===== src/hdl/tsc_pkg.sv =====
// tsc_pkg: shared types, microcode formats and constants for the
// timestamp-to-calendar converter. No dependencies.
`timescale 1ns / 1ps

package tsc_pkg;

    localparam int STEP_W    = 5;
    localparam int IN_W      = 32;
    localparam int OUT_W     = 40;
    localparam int DAYS_W    = 16;
    localparam int DOY_W     = 9;
    localparam int MIDX_W    = 4;

    localparam logic [DOY_W-1:0]  LEAP_DAY_DOY   = 9'd59;
    localparam logic [MIDX_W-1:0] MONTH_LAST_IDX = 4'd11;
    localparam logic [MIDX_W-1:0] MONTH_FEB_IDX  = 4'd1;
    localparam logic [2:0]        WD_SUNDAY      = 3'd7;
    localparam logic [31:0]       EPOCH_WD_BIAS  = 32'd6;

    // Micro-operations of the datapath
    typedef enum logic [3:0] {
        UOP_NOP,
        UOP_MUL,
        UOP_REM,
        UOP_WD_PREP,
        UOP_YR_PREP,
        UOP_YR_SET,
        UOP_START,
        UOP_DOY,
        UOP_LEAP,
        UOP_WALK,
        UOP_DONE
    } t_uop;

    // Constant divisor select
    typedef enum logic [1:0] {
        DSEL_60,
        DSEL_24,
        DSEL_7,
        DSEL_1461
    } t_dsel;

    // Destination of a remainder
    typedef enum logic [1:0] {
        DST_SEC,
        DST_MIN,
        DST_HR,
        DST_WD
    } t_dest;

    // Sequencing condition
    typedef enum logic [1:0] {
        COND_NEXT,
        COND_WALK,
        COND_FINISH
    } t_cond;

    typedef struct packed {
        t_uop              op;
        t_dsel             dsel;
        t_dest             dest;
        t_cond             cond;
        logic [STEP_W-1:0] target;
    } t_uword;

    typedef struct packed {
        logic [5:0] seconds;
        logic [5:0] minutes;
        logic [4:0] hours;
        logic [2:0] weekday;
        logic [7:0] year_offset;
        logic [3:0] month;
        logic [4:0] day_of_month;
    } t_result;

    // q = (x * M) >> S is exact for every x the program feeds in
    function automatic logic [31:0] div_recip(input t_dsel sel);
        logic [31:0] m;
        case (sel)
            DSEL_60:   m = 32'd2290649225;
            DSEL_24:   m = 32'd2863311531;
            DSEL_7:    m = 32'd613566757;
            DSEL_1461: m = 32'd2939745;
            default:   m = 32'd0;
        endcase
        return m;
    endfunction

    function automatic logic [5:0] div_shift(input t_dsel sel);
        logic [5:0] s;
        case (sel)
            DSEL_60:   s = 6'd37;
            DSEL_24:   s = 6'd36;
            DSEL_7:    s = 6'd32;
            DSEL_1461: s = 6'd32;
            default:   s = 6'd32;
        endcase
        return s;
    endfunction

    function automatic logic [10:0] div_value(input t_dsel sel);
        logic [10:0] d;
        case (sel)
            DSEL_60:   d = 11'd60;
            DSEL_24:   d = 11'd24;
            DSEL_7:    d = 11'd7;
            DSEL_1461: d = 11'd1461;
            default:   d = 11'd1;
        endcase
        return d;
    endfunction

    // Non-leap month lengths, January at index 0
    function automatic logic [4:0] month_len(input logic [MIDX_W-1:0] idx);
        logic [4:0] n;
        case (idx)
            4'd1:    n = 5'd28;
            4'd3:    n = 5'd30;
            4'd5:    n = 5'd30;
            4'd8:    n = 5'd30;
            4'd10:   n = 5'd30;
            default: n = 5'd31;
        endcase
        return n;
    endfunction

endpackage


===== src/hdl/tsc_urom.sv =====
// tsc_urom: microcode program of the converter, one control word per step.
// Depends on tsc_pkg.
`timescale 1ns / 1ps

module tsc_urom (
    input  logic [tsc_pkg::STEP_W-1:0] i_step,
    output tsc_pkg::t_uword            o_uword
);

    always_comb begin
        o_uword.op     = tsc_pkg::UOP_NOP;
        o_uword.dsel   = tsc_pkg::DSEL_60;
        o_uword.dest   = tsc_pkg::DST_SEC;
        o_uword.cond   = tsc_pkg::COND_NEXT;
        o_uword.target = '0;
        case (i_step)
            5'd0: begin
                o_uword.op = tsc_pkg::UOP_MUL;
            end
            5'd1: begin
                o_uword.op = tsc_pkg::UOP_REM;
            end
            5'd2: begin
                o_uword.op = tsc_pkg::UOP_MUL;
            end
            5'd3: begin
                o_uword.op   = tsc_pkg::UOP_REM;
                o_uword.dest = tsc_pkg::DST_MIN;
            end
            5'd4: begin
                o_uword.op   = tsc_pkg::UOP_MUL;
                o_uword.dsel = tsc_pkg::DSEL_24;
            end
            5'd5: begin
                o_uword.op   = tsc_pkg::UOP_REM;
                o_uword.dsel = tsc_pkg::DSEL_24;
                o_uword.dest = tsc_pkg::DST_HR;
            end
            5'd6: begin
                o_uword.op = tsc_pkg::UOP_WD_PREP;
            end
            5'd7: begin
                o_uword.op   = tsc_pkg::UOP_MUL;
                o_uword.dsel = tsc_pkg::DSEL_7;
            end
            5'd8: begin
                o_uword.op   = tsc_pkg::UOP_REM;
                o_uword.dsel = tsc_pkg::DSEL_7;
                o_uword.dest = tsc_pkg::DST_WD;
            end
            5'd9: begin
                o_uword.op = tsc_pkg::UOP_YR_PREP;
            end
            5'd10: begin
                o_uword.op   = tsc_pkg::UOP_MUL;
                o_uword.dsel = tsc_pkg::DSEL_1461;
            end
            5'd11: begin
                o_uword.op   = tsc_pkg::UOP_YR_SET;
                o_uword.dsel = tsc_pkg::DSEL_1461;
            end
            5'd12: begin
                o_uword.op = tsc_pkg::UOP_START;
            end
            5'd13: begin
                o_uword.op = tsc_pkg::UOP_DOY;
            end
            5'd14: begin
                o_uword.op = tsc_pkg::UOP_LEAP;
            end
            5'd15: begin
                o_uword.op     = tsc_pkg::UOP_WALK;
                o_uword.cond   = tsc_pkg::COND_WALK;
                o_uword.target = 5'd15;
            end
            5'd16: begin
                o_uword.op   = tsc_pkg::UOP_DONE;
                o_uword.cond = tsc_pkg::COND_FINISH;
            end
            default: begin
                o_uword.cond = tsc_pkg::COND_FINISH;
            end
        endcase
    end

endmodule


===== src/hdl/tsc_dpath.sv =====
// tsc_dpath: datapath of the converter (reciprocal multiplier, remainder,
// year start, month walk), driven one control word per cycle while busy. Depends on tsc_pkg.
`timescale 1ns / 1ps

module tsc_dpath (
    input  logic                       i_clk,
    input  logic                       i_load,
    input  logic [tsc_pkg::IN_W-1:0]   i_seconds_count,
    input  logic                       i_run,
    input  tsc_pkg::t_uword            i_uword,
    output logic                       o_walk_go,
    output tsc_pkg::t_result           o_result
);

    logic [31:0]                  r_acc, n_acc;
    logic [63:0]                  r_prod, n_prod;
    logic [tsc_pkg::DAYS_W-1:0]   r_days, n_days;
    logic [tsc_pkg::DAYS_W-1:0]   r_start, n_start;
    logic [tsc_pkg::DOY_W-1:0]    r_doy, n_doy;
    logic [tsc_pkg::MIDX_W-1:0]   r_midx, n_midx;
    logic                         r_leap, n_leap;
    logic [5:0]                   r_sec, n_sec;
    logic [5:0]                   r_min, n_min;
    logic [4:0]                   r_hr, n_hr;
    logic [2:0]                   r_wd, n_wd;
    logic [7:0]                   r_yr, n_yr;

    logic [31:0]                  w_quo;
    logic [42:0]                  w_qd;
    logic [31:0]                  w_rem;
    logic [tsc_pkg::DOY_W-1:0]    w_mlen;
    logic                         w_leap;

    assign w_quo  = 32'(r_prod >> tsc_pkg::div_shift(i_uword.dsel));
    assign w_qd   = 43'(w_quo) * 43'(tsc_pkg::div_value(i_uword.dsel));
    assign w_rem  = r_acc - w_qd[31:0];
    assign w_mlen = tsc_pkg::DOY_W'(tsc_pkg::month_len(r_midx));
    assign w_leap = (r_yr[1:0] == 2'd0) && (r_doy > tsc_pkg::LEAP_DAY_DOY);

    assign o_walk_go = (r_midx < tsc_pkg::MONTH_LAST_IDX) && (r_doy > w_mlen);

    always_comb begin
        n_acc   = r_acc;
        n_prod  = r_prod;
        n_days  = r_days;
        n_start = r_start;
        n_doy   = r_doy;
        n_midx  = r_midx;
        n_leap  = r_leap;
        n_sec   = r_sec;
        n_min   = r_min;
        n_hr    = r_hr;
        n_wd    = r_wd;
        n_yr    = r_yr;
        if (i_load) begin
            n_acc = i_seconds_count;
        end else if (i_run) begin
            case (i_uword.op)
                tsc_pkg::UOP_MUL: begin
                    n_prod = 64'(r_acc) * 64'(tsc_pkg::div_recip(i_uword.dsel));
                end
                tsc_pkg::UOP_REM: begin
                    n_acc = w_quo;
                    case (i_uword.dest)
                        tsc_pkg::DST_SEC: n_sec = w_rem[5:0];
                        tsc_pkg::DST_MIN: n_min = w_rem[5:0];
                        tsc_pkg::DST_HR: begin
                            n_hr   = w_rem[4:0];
                            n_days = w_quo[tsc_pkg::DAYS_W-1:0];
                        end
                        tsc_pkg::DST_WD: begin
                            n_wd = (w_rem[2:0] == 3'd0) ? tsc_pkg::WD_SUNDAY : w_rem[2:0];
                        end
                        default: n_sec = r_sec;
                    endcase
                end
                tsc_pkg::UOP_WD_PREP: begin
                    n_acc = 32'(r_days) + tsc_pkg::EPOCH_WD_BIAS;
                end
                tsc_pkg::UOP_YR_PREP: begin
                    n_acc = 32'(r_days) << 2;
                end
                tsc_pkg::UOP_YR_SET: begin
                    n_yr = w_quo[7:0];
                end
                tsc_pkg::UOP_START: begin
                    // first day of the year: 365*y + ceil(y/4)
                    n_start = tsc_pkg::DAYS_W'(17'(r_yr) * 17'd365)
                            + tsc_pkg::DAYS_W'((9'(r_yr) + 9'd3) >> 2);
                end
                tsc_pkg::UOP_DOY: begin
                    n_doy = tsc_pkg::DOY_W'(r_days - r_start + 16'd1);
                end
                tsc_pkg::UOP_LEAP: begin
                    // fold Feb 29 away, give it back if the walk ends in February
                    n_leap = w_leap;
                    n_midx = '0;
                    if (w_leap) begin
                        n_doy = r_doy - 9'd1;
                    end
                end
                tsc_pkg::UOP_WALK: begin
                    if (o_walk_go) begin
                        n_doy  = r_doy - w_mlen;
                        n_midx = r_midx + 4'd1;
                    end
                end
                default: n_acc = r_acc;
            endcase
        end
    end

    always_ff @(posedge i_clk) begin
        r_acc   <= n_acc;
        r_prod  <= n_prod;
        r_days  <= n_days;
        r_start <= n_start;
        r_doy   <= n_doy;
        r_midx  <= n_midx;
        r_leap  <= n_leap;
        r_sec   <= n_sec;
        r_min   <= n_min;
        r_hr    <= n_hr;
        r_wd    <= n_wd;
        r_yr    <= n_yr;
    end

    always_comb begin
        o_result.seconds      = r_sec;
        o_result.minutes      = r_min;
        o_result.hours        = r_hr;
        o_result.weekday      = r_wd;
        o_result.year_offset  = r_yr;
        o_result.month        = r_midx + 4'd1;
        o_result.day_of_month = r_doy[4:0]
            + ((r_leap && (r_midx == tsc_pkg::MONTH_FEB_IDX)) ? 5'd1 : 5'd0);
    end

endmodule


===== src/hdl/timestamp_to_calendar.sv =====
// Each request runs the microcode program step by step; the month walk step
// repeats for each of the 0..11 months walked past, which sets how long it takes.
// The block takes no new request until the sequencer has loaded the result
// into the output register and is back in its ready state.
// Reset (synchronous, active low) idles the sequencer and empties the output
// register; datapath registers hold garbage until the next request.
`timescale 1ns / 1ps

module timestamp_to_calendar (
    input  logic                         i_clk,
    input  logic                         i_rst_n,
    input  logic                         s_axis_tvalid,
    output logic                         s_axis_tready,
    input  logic [tsc_pkg::IN_W-1:0]     s_axis_tdata,   // [31:0] seconds_count
    output logic                         m_axis_tvalid,
    input  logic                         m_axis_tready,
    // [5:0] seconds, [11:6] minutes, [16:12] hours, [19:17] weekday,
    // [27:20] year_offset, [31:28] month, [36:32] day_of_month, [39:37] zero
    output logic [tsc_pkg::OUT_W-1:0]    m_axis_tdata
);

    // Sequencer state: busy flag and microcode step counter
    logic                         r_busy, n_busy;
    logic [tsc_pkg::STEP_W-1:0]   r_step, n_step;

    // Output register, parts the result from the next request
    logic                         r_out_valid, n_out_valid;
    logic [tsc_pkg::OUT_W-1:0]    r_out_data, n_out_data;

    tsc_pkg::t_uword              w_uword;
    tsc_pkg::t_result             w_result;
    logic                         w_walk_go;
    logic                         w_accept;
    logic                         w_out_free;
    logic                         w_finish;

    assign s_axis_tready = !r_busy;
    assign w_accept      = s_axis_tvalid && !r_busy;
    assign w_out_free    = !r_out_valid || m_axis_tready;
    // The final step waits here until the output register can take the result
    assign w_finish      = r_busy && (w_uword.cond == tsc_pkg::COND_FINISH) && w_out_free;

    tsc_urom u_urom (
        .i_step  (r_step),
        .o_uword (w_uword)
    );

    tsc_dpath u_dpath (
        .i_clk           (i_clk),
        .i_load          (w_accept),
        .i_seconds_count (s_axis_tdata),
        .i_run           (r_busy),
        .i_uword         (w_uword),
        .o_walk_go       (w_walk_go),
        .o_result        (w_result)
    );

    // Step counter: advance, loop on the month walk, stall at the end
    always_comb begin
        n_busy = r_busy;
        n_step = r_step;
        if (w_accept) begin
            n_busy = 1'b1;
            n_step = '0;
        end else if (r_busy) begin
            case (w_uword.cond)
                tsc_pkg::COND_NEXT: begin
                    n_step = r_step + 5'd1;
                end
                tsc_pkg::COND_WALK: begin
                    n_step = w_walk_go ? w_uword.target : r_step + 5'd1;
                end
                tsc_pkg::COND_FINISH: begin
                    if (w_out_free) begin
                        n_busy = 1'b0;
                    end
                end
                default: n_busy = 1'b0;
            endcase
        end
    end

    // Output register: load on finish, drop valid once taken
    always_comb begin
        n_out_valid = r_out_valid;
        n_out_data  = r_out_data;
        if (w_finish) begin
            n_out_valid = 1'b1;
            n_out_data  = {3'b000,
                           w_result.day_of_month,
                           w_result.month,
                           w_result.year_offset,
                           w_result.weekday,
                           w_result.hours,
                           w_result.minutes,
                           w_result.seconds};
        end else if (m_axis_tready) begin
            n_out_valid = 1'b0;
        end
    end

    always_ff @(posedge i_clk) begin
        if (!i_rst_n) begin
            r_busy      <= 1'b0;
            r_step      <= '0;
            r_out_valid <= 1'b0;
        end else begin
            r_busy      <= n_busy;
            r_step      <= n_step;
            r_out_valid <= n_out_valid;
        end
    end

    // Payload holds without reset
    always_ff @(posedge i_clk) begin
        r_out_data <= n_out_data;
    end

    assign m_axis_tvalid = r_out_valid;
    assign m_axis_tdata  = r_out_data;

endmodule


===== config.mk =====
export PLATFORM = sky130hd
export DESIGN_NAME = timestamp_to_calendar
export DESIGN_NICKNAME = d
export VERILOG_FILES = /design/src/hdl/tsc_pkg.sv /design/src/hdl/tsc_urom.sv /design/src/hdl/tsc_dpath.sv /design/src/hdl/timestamp_to_calendar.sv
export SDC_FILE = /design/constraint.sdc
export NUM_CORES = 2
export LEC_CHECK = 0
export ABC_AREA = 0
export BUFFER_PORTS_ARGS = -buffer_cell sky130_fd_sc_hd__buf_2
export CAP_MARGIN = 20
export CORE_MARGIN = 2
export CORE_UTILIZATION = 55
export CTS_CLUSTER_DIAMETER = 60
export DETAILED_ROUTE_END_ITERATION = 8
export PLACE_DENSITY_LB_ADDON = 0.08
export REMOVE_ABC_BUFFERS = 1
export SETUP_SLACK_MARGIN = 0.4
export SLEW_MARGIN = 25
export SYNTH_ARGS = -nofsm -noshare
export SYNTH_HDL_FRONTEND = slang
export SYNTH_SLANG_ARGS = --single-unit

===== constraint.sdc =====
create_clock -name i_clk -period 13.35 [get_ports i_clk]
set_input_delay 2.0025 -clock i_clk [delete_from_list [all_inputs] [get_ports i_clk]]
set_output_delay 2.0025 -clock i_clk [all_outputs]
set_load 0.01 [all_outputs]

# Word-level counts from Yosys, hierarchy flattened
# Cells that the tools add are included.
# totals
reg_bits,207
in_bits,36
output_inout_bits,42
# classes
addsub,11
mul,3
order_cmp,3
eq_ne,40
shifts,1
n_mux,29
bitwise,2
n_reduce_logical,43
# ops
operator,n
$mux 32,5
$pmux 32 s4,1
$pmux 32 s3,1
$mul 32x32->64,1
$shr 64x6->32,1
$pmux 11 s4,1
$eq 5x4->1 const B,8
$pmux 4 s10,1
$mul 32x11->6,1
$pmux 9 s3,1
$eq 4x3->1 const B,5
$eq 5x3->1 const B,4
$reduce_and 4->1,5
$mux 9,2
$pmux 6 s3,1
$add 16x3->17 const B,1
$eq 4x4->1 const B,4
$reduce_or 15->1,1
$eq 4x2->1 const B,3
$pmux 2 s3,2
$reduce_and 3->1,4
$reduce_or 2->1,6
$eq 2x2->1 const B,5
$eq 5x2->1 const B,2
41 further kinds,66

# Depth between registers and ports, before layout
# logic_depth
word_depth,10
mapped_depth,41
mapped_depth_nobuf,35

# By module
# From an unflattened synthesis, not the netlist that was laid out.
# unflattened
cells_unflattened,3746
hier_area_um2,37101.8
# modules_own_cells
module,n_inst,cells_per_inst,area_each_um2,seq_area_each_um2
tsc_dpath,1,3611,35265.1,3933.8
timestamp_to_calendar,1,90,1551.5,1251.2
tsc_urom,1,45,285.3,0.0

# Worst setup path after synthesis
# OpenSTA, ideal clock, no wires.
# synth_path
path_kind,reg2reg
startpoint,register r_step[0] (netlist name)
endpoint,"register u_dpath.r_prod[60], data pin"
setup_ns,0.260
t_arrival_ns,10.040
t_required_ns,13.090
setup_slack_ns,3.051
path_stages_with_launch,41
path_buffers,10
synth_period_minus_slack_ns,10.299
path_cell_list,dfxtp_1 inv_1 ha_1 clkbuf_1 o31ai_2 o21ai_2 and2_1 inv_2 buf_6 buf_2 clkbuf_1 buf_2 ha_1 clkbuf_1 buf_1 clkbuf_1 clkbuf_1 nor2_1 [... 5 more ...] inv_1 fa_1 fa_1 fa_1 inv_1 fa_1 inv_1 ha_1 buf_4 nand2_4 or3_4 nor3_4 a22oi_2 a2111oi_4 o21ai_2 a21oi_2 o221ai_1 xnor2_1
# synth_between
elab_chain_cells,9
word_cells_on_any_way,19
# synth_lines
element,line_no,source
start: declaration,timestamp_to_calendar.sv:24,"logic [tsc_pkg::STEP_W-1:0] r_step, n_step;"
start signal: assignment,timestamp_to_calendar.sv:109,r_step <= n_step;
$eq 5x4->1 / $eq 5x3->1 (equally long branches),tsc_urom.sv:16,case (i_step)
$reduce_or 2->1 (no line),n/a,
$pmux 2 s3 *,tsc_urom.sv:16,
"$eq 2x2->1, or another cell as far along",tsc_pkg.sv:79,case (sel)
$pmux 32 s4 *,tsc_pkg.sv:79,
$mux 32 *,tsc_dpath.sv:58,case (i_uword.op)
$mux 32 *,tsc_dpath.sv:57,end else if (i_run) begin
$mux 32 *,tsc_dpath.sv:55,if (i_load) begin
$mul 32x32->64 *,tsc_dpath.sv:60,n_prod = 64'(r_acc) * 64'(tsc_pkg::div_recip(i_uword.dsel));
end signal: assignment,tsc_dpath.sv:115,r_prod <= n_prod;
end: declaration,tsc_dpath.sv:16,"logic [63:0] r_prod, n_prod;"
# Every way passes the cells marked *; elsewhere a longest branch is shown, timed or not. The select of a mux whose other input is x is not followed.
# A chain may end at the register's enable or synchronous reset.

# Final worst setup path
# Same ends and word-level chain as after synthesis.

==> metrics.md <==
| Metric | Value |
|---|---|
| Status | finished, final reports clean |
| Mapped Cells | 3,814 |
| Total setup violations reported at the end of the flow | 0 |
| Placement-stage cell area | 38,400 um2 |
| Vert. Die Dim | 264 um |
| Required time of the critical path | 13,550 ps |
| Ratio of cells with drive above 1 in the final layout | 0.0451 |
| Min-delay src | u_dpath.r_min[1]$_DFFE_PP_ |
| Minimum setup slack in the final design | 2660 ps |
| Number of distinct library cells after synthesis | 93 |
| Most instantiated flip-flop cell in the synthesis netlist | sky130_fd_sc_hd__edfxtp_1 |
| Number of flip-flops and latches in the synthesized netlist | 175 |
| Synthesized area | 37,300 um2 |
| Max FO, Critical Path | 67 |
| Pin count of the biggest net entering global routing | 68 |
| Maximum capacitance violations | 0 |
| Drt first-iter violations | 2,011 |
| Cell count of the worst hold path | 0 |
| Longest individual stage delay on the worst path | 760 ps |
| Total congestion overflow after global routing | 0 |
| Number of enable-type register cells in the synthesized netlist | 168 |
| Worst hold slack across all endpoints | 416 ps |
| WP data arrival | 10,890 ps |
| Startpoint-to-endpoint class of the critical path | flip-flop to flip-flop |
| CTS Hold Buffers Added | 0 |
| Total of warnings raised by yosys | 0 |
| Antenna viol nets, final | 0 |
| FILL cells | 5,942 |
| Reg-to-reg critical path endpoint | u_dpath.r_prod[60]$_DFFE_PP_ |
| Clock tree root buffer cell | sky130_fd_sc_hd__clkbuf_16 |
| Worst slew margin | 0.298 |
| Total Routing Usage GR | 0.320 |
| Slew @ Worst Pin | 1050 ps |
| Most common cell on crit path | sky130_fd_sc_hd__fa_1 |
| Detailed placer's ending HPWL | 95,500 um |
| CTS tree | yes |
| Core region area | 67,200 um2 |
| Ant. Diodes | 0 |
| Sequential element share of the synthesized area | 0.139 |
| Cell accounting for the most synthesized area | sky130_fd_sc_hd__fa_1 |
| Minimum clock period | 10,690 ps |
| CTS max path bufs | 2 |
| Clock Sink Count | 175 |
| Detailed-route DRC error count | 0 |
| Final #Nets | 5,038 |
| Worst setup EP type | flip-flop |
| Antenna violations before repair | 0 |
| Weighted congestion reported at the end of routability-driven placement | 0.973 |
| Hold Fails Final Rpt | 0 |
| Sort of element at the start of the critical path | flip-flop |
| Setup bufs post-CTS | 0 |
| Unrepaired setup endpoints after global routing | no |
| Effective utilization at floorplan | 0.556 |
| Clock latency at the later pin of the worst-skew pair | 450 ps |
| Via count of the first global-routing pass | 26,700 |
| Number of primary I/O pins | 78 |
| Std-Cell Rows | 95 |
| Worst path slowest cell | sky130_fd_sc_hd__buf_4 |
| # H-tree levels | 4 |
| Top cells by area, synth | sky130_fd_sc_hd__fa_1 35%, sky130_fd_sc_hd__ha_1 18%, sky130_fd_sc_hd__edfxtp_1 14% |
| Area occupied by registers | 5180 um2 |
| Avg Vias per Cell | 5.47 |
| Buf+Inv Stages, Crit Path | 10 |
| R2R setup slack | 2660 ps |
| Via count | 25,600 |
| Average size of a mapped cell | 9.78 um2 |
| Peak clock frequency supported by timing | 93.6 MHz |
| Largest clock skew in the final design | 13.9 ps |
| Share of the synthesized area in the top cell type | 0.350 |
| Width of the chip | 264 um |
| Area growth from synthesis to layout | 4.50% |
| Total Routed Length | 109,000 um |
| End point of the worst hold path | m_axis_tdata[7]$_DFFE_PP_ |
| Final worst path period share | 0.800 |
| Kind of cell with the highest combined delay on the critical path | adder cells |
| Final non-filler cell area | 39,000 um2 |
| Number of cell instances on the worst register-to-register path | 34 |
| First-pass detailed-route iteration total | 5 |
| Fraction of synthesis flops using an asynchronous set or reset pin | 0 |
| Worst r2r src | r_step[0]$_SDFFE_PP0P_ |
| Setup total negative slack | 0 ps |
| Post-Place Worst Slack | 2840 ps |
| Average detailed-routed wire length per instance | 23.2 um |
| Number of buffers inserted by port buffering | 74 |
| Multi-input gate area in the final layout | 27,700 um2 |
| Type of the most critical hold path | flip-flop to flip-flop |
| Global-route wire length before repair | 164,000 um |
| Number of buffers created by CTS | 17 |
| Cells resized by post-CTS repair | 0 |
| Clock transition at path regs | 80 ps |
| DIE AREA | 69,900 um2 |
| Slew Limit Fails | 0 |
==> Yosys cell counts (9+ instances only) <==
library cell	instances
sky130_fd_sc_hd__a21o_1	54
sky130_fd_sc_hd__a21oi_1	102
sky130_fd_sc_hd__a221oi_1	16
sky130_fd_sc_hd__a31oi_1	20
sky130_fd_sc_hd__and2_1	90
sky130_fd_sc_hd__and3_1	45
sky130_fd_sc_hd__buf_2	16
sky130_fd_sc_hd__buf_4	9
sky130_fd_sc_hd__clkbuf_1	101
sky130_fd_sc_hd__edfxtp_1	168
sky130_fd_sc_hd__fa_1	652
sky130_fd_sc_hd__ha_1	551
sky130_fd_sc_hd__inv_1	1051
sky130_fd_sc_hd__mux2i_1	41
sky130_fd_sc_hd__nand2_1	200
sky130_fd_sc_hd__nand2b_1	35
sky130_fd_sc_hd__nand3_1	34
sky130_fd_sc_hd__nand3b_1	10
sky130_fd_sc_hd__nand4_1	19
sky130_fd_sc_hd__nor2_1	122
sky130_fd_sc_hd__nor2b_1	96
sky130_fd_sc_hd__nor3_1	17
sky130_fd_sc_hd__o21a_1	10
sky130_fd_sc_hd__o21ai_0	65
sky130_fd_sc_hd__o21bai_1	19
sky130_fd_sc_hd__o221ai_1	9
sky130_fd_sc_hd__o22ai_1	9
sky130_fd_sc_hd__xnor2_1	83
sky130_fd_sc_hd__xor2_1	29
==> sequential cells by signal, indices dropped and copies added (netlist names), 5 cells and up <==
signal / flops
u_dpath.r_prod: 32
u_dpath.r_doy: 9
u_dpath.r_acc: 32
u_dpath.r_days: 16
m_axis_tdata: 37
u_dpath.r_sec: 6
u_dpath.r_hr: 5
u_dpath.r_min: 6
u_dpath.r_yr: 8
u_dpath.r_start: 9
r_step: 5
==> area by class of cell <==
type | count | share of cell area
Multi-Input combinational cell | 2453 | 0.709
Sequential cell | 175 | 0.133
Inverter | 1059 | 0.102
Tap cell | 873 | 0.0280
Timing Repair Buffer | 93 | 0.0132
Clock buffer | 19 | 0.0111
Clock inverter | 13 | 0.00359
==> per-stage QoR <==
stage / util / instances
after CTS: 0.581 / 4685
after global placement: 0.572 / 4653
after floorplan: - / 3687
after detailed placement: 0.572 / 4653
final: 0.581 / 4685
after global routing: 0.581 / 4685
==> worst max path at each step <==
stage	startpoint	endpoint	slack (ps)	cells after the start
after detailed placement	r_step[0]$_SDFFE_PP0P_	u_dpath.r_prod[60]$_DFFE_PP_	2840	34
after global placement	r_step[0]$_SDFFE_PP0P_	u_dpath.r_prod[60]$_DFFE_PP_	2990	34
after floorplan	r_step[0]$_SDFFE_PP0P_	u_dpath.r_prod[60]$_DFFE_PP_	2310	30
after CTS	r_step[0]$_SDFFE_PP0P_	u_dpath.r_prod[60]$_DFFE_PP_	2810	34
after global routing	r_step[0]$_SDFFE_PP0P_	u_dpath.r_prod[60]$_DFFE_PP_	2270	34
final	r_step[0]$_SDFFE_PP0P_	u_dpath.r_prod[60]$_DFFE_PP_	2660	34
==> worst reg2reg max path: cells and delay by family, from the launching register on <==
kind,cells,cell delay (ps)
fa+ha+maj,11,5050
buf+inv,10,1990
compound gates,7,1540
simple gates,5,1300
flops,1,420
xor+xnor,1,150
==> layout by cell type, fill, tap and decap left out, types with 10 or more instances in the layout <==
cell type	count
sky130_fd_sc_hd__inv_1	1051
sky130_fd_sc_hd__fa_1	652
sky130_fd_sc_hd__ha_1	549
sky130_fd_sc_hd__nand2_1	200
sky130_fd_sc_hd__edfxtp_1	168
sky130_fd_sc_hd__nor2_1	120
sky130_fd_sc_hd__a21oi_1	102
sky130_fd_sc_hd__nor2b_1	96
sky130_fd_sc_hd__and2_1	89
sky130_fd_sc_hd__xnor2_1	83
sky130_fd_sc_hd__buf_2	74
sky130_fd_sc_hd__o21ai_0	65
sky130_fd_sc_hd__a21o_1	54
sky130_fd_sc_hd__and3_1	44
sky130_fd_sc_hd__mux2i_1	41
sky130_fd_sc_hd__nand2b_1	35
sky130_fd_sc_hd__nand3_1	34
sky130_fd_sc_hd__xor2_1	29
sky130_fd_sc_hd__a31oi_1	20
sky130_fd_sc_hd__o21bai_1	19
sky130_fd_sc_hd__nand4_1	19
sky130_fd_sc_hd__buf_4	19
sky130_fd_sc_hd__clkbuf_16	17
sky130_fd_sc_hd__nor3_1	16
sky130_fd_sc_hd__a221oi_1	16
sky130_fd_sc_hd__nand3b_1	10
sky130_fd_sc_hd__o21a_1	10
==> routing by layer <==
layer	wire (um)	share of wire	global-route usage	vias to the layer above
li1	-	-	-	11800
met1	46200	0.43	0.434	12800
met2	50700	0.47	0.517	849
met3	5150	0.047	0.0287	213
met4	6470	0.060	0.161	0
met5	0	0	0	-
==> cell families (layout without fill, tap and decap cells) <==
| group | count (synthesis) | count (layout) | synth area share |
|---|---|---|---|
| AND/OR/NAND/NOR | 706 | 706 | 0.0969 |
| AO/OA/AOI/OAI | 382 | 382 | 0.0693 |
| other | 1 | 3 | 0.000100 |
| adder cells (fa/ha/maj) | 1203 | 1203 | 0.535 |
| flip-flops | 175 | 175 | 0.139 |
| buffers and inverters | 1188 | 1184 | 0.121 |
| XOR/XNOR | 112 | 112 | 0.0263 |
| multiplexers | 47 | 47 | 0.0128 |
Power is left out: the tool's default activity adds up to more than one toggle a clock period on the data nets, which glitch-free logic cannot reach.
